===== src/sv/tbd_pkg.sv =====
// ----------------------------------------------------------------------------
// tbd_pkg: shared types and constants of the tar block stream deframer
// Phase and scan-state encodings, byte kind codes, header field offsets and
// field widths.
// ----------------------------------------------------------------------------
`default_nettype none

package tbd_pkg;

    // Archive block size in bytes
    localparam int BLOCK_BYTES_DEF = 512;

    // Parsed field widths
    localparam int SMALL_W = 24;
    localparam int LARGE_W = 36;

    // Octal header field offsets within a header block
    localparam int OFS_MODE       = 100;
    localparam int OFS_UID        = 108;
    localparam int OFS_GID        = 116;
    localparam int OFS_SIZE       = 124;
    localparam int OFS_MTIME      = 136;
    localparam int OFS_FIELDS_END = 148;

    // Byte kind codes
    localparam logic [2:0] KIND_HEADER = 3'd0;
    localparam logic [2:0] KIND_DATA   = 3'd1;
    localparam logic [2:0] KIND_PAD    = 3'd2;
    localparam logic [2:0] KIND_ZERO   = 3'd3;
    localparam logic [2:0] KIND_AFTER  = 3'd4;

    // Stream phase
    typedef enum logic [1:0] {
        PH_HEADER,
        PH_DATA,
        PH_PAD,
        PH_DONE
    } t_phase;

    // Octal field scan state
    typedef enum logic [1:0] {
        SCAN_IDLE,
        SCAN_DIGITS,
        SCAN_STOPPED
    } t_scan;

endpackage

`default_nettype wire


===== src/sv/tbd_octal_field.sv =====
// ----------------------------------------------------------------------------
// tbd_octal_field: octal text field accumulator
// Skips leading blanks, shifts in digits 0..7, and stops at the first other
// byte for the rest of the block. The accumulator wraps at its width.
// ----------------------------------------------------------------------------
`default_nettype none

module tbd_octal_field #(
    parameter int W = tbd_pkg::SMALL_W
) (
    input  wire logic         i_clk,
    input  wire logic         i_rst_n,
    input  wire logic         i_en,     // a header byte is processed
    input  wire logic         i_clear,  // first byte of the block
    input  wire logic         i_sel,    // byte lies within this field
    input  wire logic [7:0]   i_byte,
    output logic      [W-1:0] o_value
);

    tbd_pkg::t_scan r_scan, n_scan;
    logic [W-1:0]   r_acc, n_acc;
    logic           is_digit;
    logic           is_blank;

    // Character classes
    always_comb begin
        is_digit = i_byte inside {[8'h30:8'h37]};
        is_blank = i_byte inside {8'h20, [8'h09:8'h0D]};
    end

    // Scan state and accumulator next values
    always_comb begin
        n_scan = r_scan;
        n_acc  = r_acc;
        if (i_en) begin
            if (i_clear) begin
                n_scan = tbd_pkg::SCAN_IDLE;
                n_acc  = '0;
            end else if (i_sel && r_scan != tbd_pkg::SCAN_STOPPED) begin
                if (is_digit) begin
                    n_acc  = {r_acc[W-4:0], i_byte[2:0]};
                    n_scan = tbd_pkg::SCAN_DIGITS;
                end else if (r_scan == tbd_pkg::SCAN_IDLE && is_blank) begin
                    n_scan = r_scan;
                end else begin
                    n_scan = tbd_pkg::SCAN_STOPPED;
                end
            end
        end
    end

    always_ff @(posedge i_clk) begin
        if (!i_rst_n) begin
            r_scan <= tbd_pkg::SCAN_IDLE;
            r_acc  <= '0;
        end else begin
            r_scan <= n_scan;
            r_acc  <= n_acc;
        end
    end

    assign o_value = r_acc;

endmodule

`default_nettype wire


===== src/sv/tar_block_stream_deframer.sv =====
// ----------------------------------------------------------------------------
// tar_block_stream_deframer: byte-serial tar archive deframer
// Classifies every archive byte, parses the octal header fields and reports
// entry metadata on the last byte of each named header block.
// ----------------------------------------------------------------------------
//
//  Channel | Dir | Handshake          | Payload
//  --------+-----+--------------------+------------------------------------------
//  input   | in  | i_valid / o_stall  | i_byte_in
//  output  | out | o_valid / i_stall  | o_byte_kind, o_byte_out, o_header_valid,
//          |     |                    | o_end_of_archive, o_entry_* fields
//
//  One byte per cycle sustained while the output is not stalled; each byte
//  passes an input register and then a result register. The octal
//  shift-add and the 36-bit data countdown are both updated per byte.
//  Synchronous active-low reset; all stream state returns to the start of a
//  header block. Output stall holds the result register and, once the input
//  register is also full, raises o_stall in the same cycle.
// ----------------------------------------------------------------------------
`default_nettype none

module tar_block_stream_deframer #(
    parameter int BLOCK_BYTES = tbd_pkg::BLOCK_BYTES_DEF
) (
    input  wire logic                         i_clk,
    input  wire logic                         i_rst_n,
    // input channel
    input  wire logic                         i_valid,
    output logic                              o_stall,
    input  wire logic [7:0]                   i_byte_in,
    // output channel
    output logic                              o_valid,
    input  wire logic                         i_stall,
    output logic      [2:0]                   o_byte_kind,
    output logic      [7:0]                   o_byte_out,
    output logic                              o_header_valid,
    output logic                              o_end_of_archive,
    output logic      [tbd_pkg::LARGE_W-1:0]  o_entry_size,
    output logic      [tbd_pkg::SMALL_W-1:0]  o_entry_mode,
    output logic      [tbd_pkg::SMALL_W-1:0]  o_entry_uid,
    output logic      [tbd_pkg::SMALL_W-1:0]  o_entry_gid,
    output logic      [tbd_pkg::LARGE_W-1:0]  o_entry_mtime
);

    localparam int OFS_W = $clog2(BLOCK_BYTES);
    localparam int SW    = tbd_pkg::SMALL_W;
    localparam int LW    = tbd_pkg::LARGE_W;

    // Input register
    logic            r_in_valid;
    logic [7:0]      r_in_byte;

    // Stream state
    tbd_pkg::t_phase r_phase, n_phase;
    logic [OFS_W-1:0] r_offset, n_offset;
    logic            r_all_zero, n_all_zero;
    logic            r_prev_zero, n_prev_zero;
    logic            r_name_empty, n_name_empty;
    logic [LW-1:0]   r_remain, n_remain;

    // Result register
    logic            r_out_valid;
    logic [2:0]      r_kind, n_kind;
    logic [7:0]      r_byte;
    logic            r_hdr, n_hdr;
    logic            r_eoa, n_eoa;
    logic [LW-1:0]   r_size, n_size;
    logic [SW-1:0]   r_mode, n_mode;
    logic [SW-1:0]   r_uid, n_uid;
    logic [SW-1:0]   r_gid, n_gid;
    logic [LW-1:0]   r_mtime, n_mtime;

    // Field accumulators
    logic [SW-1:0]   mode_acc, uid_acc, gid_acc;
    logic [LW-1:0]   size_acc, mtime_acc;

    logic            advance;
    logic            proc;
    logic            hdr_en;
    logic            first;
    logic            last;
    logic            sel_mode, sel_uid, sel_gid, sel_size, sel_mtime;
    logic [LW-1:0]   remain_dec;

    // Pipeline control
    assign advance = !r_out_valid || !i_stall;
    assign proc    = r_in_valid && advance;
    assign o_stall = r_in_valid && !advance;
    assign hdr_en  = proc && (r_phase == tbd_pkg::PH_HEADER);
    assign first   = (r_offset == '0);
    assign last    = (r_offset == OFS_W'(BLOCK_BYTES - 1));

    // Header field windows
    always_comb begin
        sel_mode  = (r_offset >= OFS_W'(tbd_pkg::OFS_MODE))
                 && (r_offset <  OFS_W'(tbd_pkg::OFS_UID));
        sel_uid   = (r_offset >= OFS_W'(tbd_pkg::OFS_UID))
                 && (r_offset <  OFS_W'(tbd_pkg::OFS_GID));
        sel_gid   = (r_offset >= OFS_W'(tbd_pkg::OFS_GID))
                 && (r_offset <  OFS_W'(tbd_pkg::OFS_SIZE));
        sel_size  = (r_offset >= OFS_W'(tbd_pkg::OFS_SIZE))
                 && (r_offset <  OFS_W'(tbd_pkg::OFS_MTIME));
        sel_mtime = (r_offset >= OFS_W'(tbd_pkg::OFS_MTIME))
                 && (r_offset <  OFS_W'(tbd_pkg::OFS_FIELDS_END));
    end

    tbd_octal_field #(.W(SW)) u_mode (
        .i_clk(i_clk), .i_rst_n(i_rst_n), .i_en(hdr_en), .i_clear(first),
        .i_sel(sel_mode), .i_byte(r_in_byte), .o_value(mode_acc)
    );

    tbd_octal_field #(.W(SW)) u_uid (
        .i_clk(i_clk), .i_rst_n(i_rst_n), .i_en(hdr_en), .i_clear(first),
        .i_sel(sel_uid), .i_byte(r_in_byte), .o_value(uid_acc)
    );

    tbd_octal_field #(.W(SW)) u_gid (
        .i_clk(i_clk), .i_rst_n(i_rst_n), .i_en(hdr_en), .i_clear(first),
        .i_sel(sel_gid), .i_byte(r_in_byte), .o_value(gid_acc)
    );

    tbd_octal_field #(.W(LW)) u_size (
        .i_clk(i_clk), .i_rst_n(i_rst_n), .i_en(hdr_en), .i_clear(first),
        .i_sel(sel_size), .i_byte(r_in_byte), .o_value(size_acc)
    );

    tbd_octal_field #(.W(LW)) u_mtime (
        .i_clk(i_clk), .i_rst_n(i_rst_n), .i_en(hdr_en), .i_clear(first),
        .i_sel(sel_mtime), .i_byte(r_in_byte), .o_value(mtime_acc)
    );

    assign remain_dec = r_remain - LW'(1);

    // Phase sequencing and result formation
    always_comb begin
        n_phase      = r_phase;
        n_offset     = r_offset;
        n_all_zero   = r_all_zero;
        n_prev_zero  = r_prev_zero;
        n_name_empty = r_name_empty;
        n_remain     = r_remain;
        n_kind       = tbd_pkg::KIND_AFTER;
        n_hdr        = 1'b0;
        n_eoa        = 1'b0;
        n_size       = '0;
        n_mode       = '0;
        n_uid        = '0;
        n_gid        = '0;
        n_mtime      = '0;
        if (proc) begin
            n_offset = last ? '0 : r_offset + OFS_W'(1);
            case (r_phase)
                tbd_pkg::PH_HEADER: begin
                    n_all_zero   = (first || r_all_zero) && (r_in_byte == 8'h00);
                    n_name_empty = first ? (r_in_byte == 8'h00) : r_name_empty;
                    n_kind       = n_all_zero ? tbd_pkg::KIND_ZERO
                                              : tbd_pkg::KIND_HEADER;
                    if (last) begin
                        if (n_all_zero) begin
                            if (r_prev_zero) begin
                                n_eoa   = 1'b1;
                                n_phase = tbd_pkg::PH_DONE;
                            end else begin
                                n_prev_zero = 1'b1;
                            end
                        end else begin
                            n_prev_zero = 1'b0;
                            if (!n_name_empty) begin
                                n_hdr    = 1'b1;
                                n_size   = size_acc;
                                n_mode   = mode_acc;
                                n_uid    = uid_acc;
                                n_gid    = gid_acc;
                                n_mtime  = mtime_acc;
                                n_remain = size_acc;
                                if (size_acc != '0) begin
                                    n_phase = tbd_pkg::PH_DATA;
                                end
                            end
                        end
                    end
                end
                tbd_pkg::PH_DATA: begin
                    n_kind   = tbd_pkg::KIND_DATA;
                    n_remain = remain_dec;
                    if (remain_dec == '0) begin
                        n_phase = last ? tbd_pkg::PH_HEADER : tbd_pkg::PH_PAD;
                    end
                end
                tbd_pkg::PH_PAD: begin
                    n_kind = tbd_pkg::KIND_PAD;
                    if (last) begin
                        n_phase = tbd_pkg::PH_HEADER;
                    end
                end
                default: begin
                    // archive ended: offset frozen, byte tagged as trailing
                    n_kind   = tbd_pkg::KIND_AFTER;
                    n_offset = r_offset;
                end
            endcase
        end
    end

    // Stream state registers
    always_ff @(posedge i_clk) begin
        if (!i_rst_n) begin
            r_phase      <= tbd_pkg::PH_HEADER;
            r_offset     <= '0;
            r_all_zero   <= 1'b1;
            r_prev_zero  <= 1'b0;
            r_name_empty <= 1'b0;
            r_remain     <= '0;
        end else begin
            r_phase      <= n_phase;
            r_offset     <= n_offset;
            r_all_zero   <= n_all_zero;
            r_prev_zero  <= n_prev_zero;
            r_name_empty <= n_name_empty;
            r_remain     <= n_remain;
        end
    end

    // Input register
    always_ff @(posedge i_clk) begin
        if (!i_rst_n) begin
            r_in_valid <= 1'b0;
        end else if (!o_stall) begin
            r_in_valid <= i_valid;
        end
    end

    always_ff @(posedge i_clk) begin
        if (i_valid && !o_stall) begin
            r_in_byte <= i_byte_in;
        end
    end

    // Result register
    always_ff @(posedge i_clk) begin
        if (!i_rst_n) begin
            r_out_valid <= 1'b0;
        end else if (advance) begin
            r_out_valid <= r_in_valid;
        end
    end

    always_ff @(posedge i_clk) begin
        if (proc) begin
            r_kind  <= n_kind;
            r_byte  <= r_in_byte;
            r_hdr   <= n_hdr;
            r_eoa   <= n_eoa;
            r_size  <= n_size;
            r_mode  <= n_mode;
            r_uid   <= n_uid;
            r_gid   <= n_gid;
            r_mtime <= n_mtime;
        end
    end

    assign o_valid          = r_out_valid;
    assign o_byte_kind      = r_kind;
    assign o_byte_out       = r_byte;
    assign o_header_valid   = r_hdr;
    assign o_end_of_archive = r_eoa;
    assign o_entry_size     = r_size;
    assign o_entry_mode     = r_mode;
    assign o_entry_uid      = r_uid;
    assign o_entry_gid      = r_gid;
    assign o_entry_mtime    = r_mtime;

    // Checks
    a_done_sticky: assert property (@(posedge i_clk) disable iff (!i_rst_n)
        r_phase == tbd_pkg::PH_DONE |=> r_phase == tbd_pkg::PH_DONE)
        else $error("deframer left the archive-end phase");

    a_stall_full: assert property (@(posedge i_clk) disable iff (!i_rst_n)
        o_stall |-> r_in_valid && r_out_valid && i_stall)
        else $error("input stalled with room in the pipeline");

    a_hdr_kind: assert property (@(posedge i_clk) disable iff (!i_rst_n)
        r_out_valid && r_hdr |-> r_kind == tbd_pkg::KIND_HEADER && !r_eoa)
        else $error("header report on a non-header byte");

    a_eoa_kind: assert property (@(posedge i_clk) disable iff (!i_rst_n)
        r_out_valid && r_eoa |-> r_kind == tbd_pkg::KIND_ZERO
                                 && r_phase == tbd_pkg::PH_DONE)
        else $error("end of archive flagged outside a zero block");

    a_data_count: assert property (@(posedge i_clk) disable iff (!i_rst_n)
        r_phase == tbd_pkg::PH_DATA |-> r_remain != '0)
        else $error("data phase with nothing left to pass");

endmodule

`default_nettype wire

===== config.mk =====
export PLATFORM = sky130hd
export DESIGN_NAME = tar_block_stream_deframer
export DESIGN_NICKNAME = d
export VERILOG_FILES = /design/src/sv/tbd_pkg.sv /design/src/sv/tbd_octal_field.sv /design/src/sv/tar_block_stream_deframer.sv
export SDC_FILE = /design/constraint.sdc
export NUM_CORES = 1
export LEC_CHECK = 0
export BUFFER_PORTS_ARGS = -buffer_cell sky130_fd_sc_hd__clkbuf_2
export CAP_MARGIN = 20
export CORE_ASPECT_RATIO = 1.1
export CORE_MARGIN = 3
export CORE_UTILIZATION = 30
export DETAILED_ROUTE_END_ITERATION = 6
export HOLD_SLACK_MARGIN = 0.03
export PLACE_DENSITY = 0.47
export REMOVE_ABC_BUFFERS = 1
export SYNTH_ARGS = -nofsm -noshare
export SYNTH_HDL_FRONTEND = slang
export SYNTH_SLANG_ARGS = --single-unit

===== constraint.sdc =====
create_clock -name i_clk -period 13.1 [get_ports i_clk]
set_input_delay 1.965 -clock i_clk [delete_from_list [all_inputs] [get_ports i_clk]]
set_output_delay 1.965 -clock i_clk [all_outputs]
set_load 0.02 [all_outputs]

==> flow_summary_export.csv <==
group,metric,value,unit
clock_tree,cts.sinks,371,
worst_setup_path,cp-start-kind,"flip-flop",
sta,final.setup_skew,0.0179,ns
clock_tree,htree_levels,2,
grt,grt_pass1_vias,10400,
floorplanning,coreArea,49300,sq um
run,maxCapViolations,0,
clock_tree,cts_tree,"done",
logic_synthesis,synth_cell_type_count,78,
placed_design,globalplace.congestion,0.792,
placed_design,placed_area,16500,sq um
worst_setup_path,cp.arrival,4.88,ns
placed_design,dp_hpwl,24500,um
finish,drive_gt1_share,19.0,%
floorplanning,initial_utilization,30.5,%
placed_design,dp_slack,8.33,ns
grt,grt_pass1_wl,59500,um
logic_synthesis,ys.flop_type,"dfxtp_1",
floorplanning,fp.dieH,241,um
sta,tns,0,ns
routing,drc,0,
routing,post_drt_wl_per_cell,17.5,um
worst_setup_path,worstPathRequired,13.49,ns
logic_synthesis,yosys.area.top_type,"edfxtp_1",
finish,post-route-util,36.0,%
sta,setup_slack,8.61,ns
routing,drtIter0Drc,612,
finish,area_growth,18.0,%
routing,vias,10700,
routing,ant_nets,0,
worst_setup_path,crit_type,"flip-flop to flip-flop",
grt,antenna_found_initial,0,
clock_tree,cts-resized-gates,0,
floorplanning,rows,85,
sta,finalSetupViolCount,0,
placed_design,dp_cells,2102,
floorplanning,die_area,52900,sq um
grt,grtUsageTotal,14.1,%
clock_tree,numCtsBuffers,41,
routing,first_pass_iters,5,
worst_setup_path,worstPathMaxFanout,117,
finish,fin_area,17800,sq um
logic_synthesis,ys_top_cells_by_count,"dfxtp_1 (206), edfxtp_1 (165), nor2_1 (157)",
logic_synthesis,seq_area_frac_synth,60.3,%
logic_synthesis,synthArstFlopShare,0,%
logic_synthesis,yosys_warnings,0,
logic_synthesis,synth.most_common_cell,"dfxtp_1",
grt,grt_max_degree,118,
clock_tree,post-cts-setup-buffers,0,
sta,slew_violations,0,
sta,fin_crit_sh,34.3,%
finish,final_cells,2178,
logic_synthesis,postSynthCellCount,1354,
clock_tree,cts-root-buf,"clkbuf_16",
logic_synthesis,synthesis.area,15100,sq um
logic_synthesis,ys_seq_elements,371,
power_and_ir_drop,power_leakage,6.39,nW
logic_synthesis,synth_area_per_cell,11.1,sq um
sta,worst_slew_pin_slew,1.16,ns
clock_tree,cts_hold_buffers,0,
finish,nFillCells,4966,
sta,min_period,4.49,ns
finish,fin_nets,1514,
floorplanning,io_pins,171,
sta,hold_viol,0,
logic_synthesis,synth_top_area_share,32.9,%
status,status,"complete, no violations",
clock_tree,clockBufferDepth,3,
sta,rsz0062_at_grt,"false",
logic_synthesis,synth-edff-count,165,
sta,slew_headroom,22.9,%
power_and_ir_drop,ir_drop,0.0703,mV
floorplanning,die_w,220,um
routing,finalWirelength,38100,um
routing,viasPerCell,4.91,
clock_tree,insertion_delay,0.56,ns
sta,fmax,223,MHz
worst_setup_path,worst_setup_path_end_kind,"flip-flop",
power_and_ir_drop,power_density,137,nW/um^2
worst_hold_path,holdCritPathClass,"flip-flop to flip-flop",
placed_design,io_buffer_count,170,
grt,overflow,0,
logic_synthesis,netlist_top_cells_area,"edfxtp_1 (33%), dfxtp_1 (27%), and2_1 (6.1%)",
clock_tree,clkTransAtPathRegs,0.06,ns
==> metal layers <==
metal  wire length, um  vias to the layer above  track usage, %
met4               822                        0            3.96
li1                  -                     5242               -
met2             17900                      219            23.4
met3              1730                       51            2.66
met5                 0                        -               0
met1             17700                     5192            18.9
==> worst paths after layout <==
kind	start	to	slack (ns)	cells after the start
max	r_offset[4]$_SDFFE_PN0P_	r_remain[15]$_SDFFE_PN0P_	8.61	11
min	r_in_byte[7]$_DFFE_PP_	o_byte_out[7]$_DFFE_PP_	0.45	0
max reg2reg	r_offset[4]$_SDFFE_PN0P_	r_remain[15]$_SDFFE_PN0P_	8.61	11
min reg2reg	r_in_byte[7]$_DFFE_PP_	o_byte_out[7]$_DFFE_PP_	0.45	0
==> power by group <==
group	internal, mW	switching (mW)	total, mW
Combinational	0.0262	0.0873	0.114
Sequential	1.24	0.0145	1.25
Clock	0.606	0.458	1.06
==> cell type report <==
class,count,area [sq um],share of cell area [%]
clock inverter,21,140,0.789
clock buffer,54,1080,6.10
tap,652,816,4.59
inverter,24,92.6,0.521
multi-input combinational,867,5570,31.3
antenna,1,2.50,0.0141
sequential,371,9080,51.1
timing repair buffer,188,986,5.55
==> layout by cell type, fill, tap and decap left out, types with 8 or more instances in the layout <==
master,count
o21a_1,10
clkbuf_1,12
nand4_1,10
nand3_1,13
nor3_1,25
clkbuf_16,41
ha_1,8
nor2_1,157
o221a_2,8
and2_1,147
buf_4,18
mux2i_1,9
a31oi_1,12
nor4_1,21
nor2b_1,10
inv_1,23
a21oi_1,50
nand2_1,65
a22o_1,51
o21ai_0,37
a22oi_1,96
edfxtp_1,165
clkbuf_2,170
clkinv_1,8
dfxtp_1,206
==> stage by stage <==
step | hold slack, ns | total power, mW
after floorplan | 0.427 | 1.34
after global placement | 0.436 | 1.39
after detailed placement | 0.438 | 1.39
after CTS | 0.455 | 2.47
after global routing | 0.477 | 2.53
final | 0.452 | 2.43
==> registers in the layout, indices dropped and copies added (netlist names), 2 cells and up <==
register / flops
u_mode.r_scan: 2
o_byte_kind: 3
u_size.o_value: 36
u_mode.o_value: 24
o_entry_mtime: 36
o_entry_mode: 24
o_entry_uid: 24
o_entry_size: 36
u_gid.r_scan: 2
u_mtime.o_value: 36
o_entry_gid: 24
u_mtime.r_scan: 2
u_size.r_scan: 2
r_offset: 9
r_phase: 2
u_uid.o_value: 24
u_gid.o_value: 24
r_remain: 36
r_in_byte: 8
o_byte_out: 8
u_uid.r_scan: 2
==> cells by family after synthesis <==
kind of cell,Yosys count,share of synthesized area (%)
simple gates,517,19.0
buf+inv,116,3.22
fa+ha+maj,9,0.748
xor+xnor,13,0.756
flops,371,60.3
mux,11,0.748
compound gates,317,15.2
==> worst max-delay path, cell delays in order, from the launching register on <==
cell	delay [ns]
dfxtp_1	0.55
nand3_1	0.26
nor2_1	0.17
ha_1	0.28
nand2_1	0.18
a221oi_4	0.89
buf_4	0.91
o21a_1	0.23
buf_4	0.38
o21ai_0	0.17
a22oi_1	0.18
nor2_1	0.06
No activity file was read; power rests on OpenSTA's default activity.
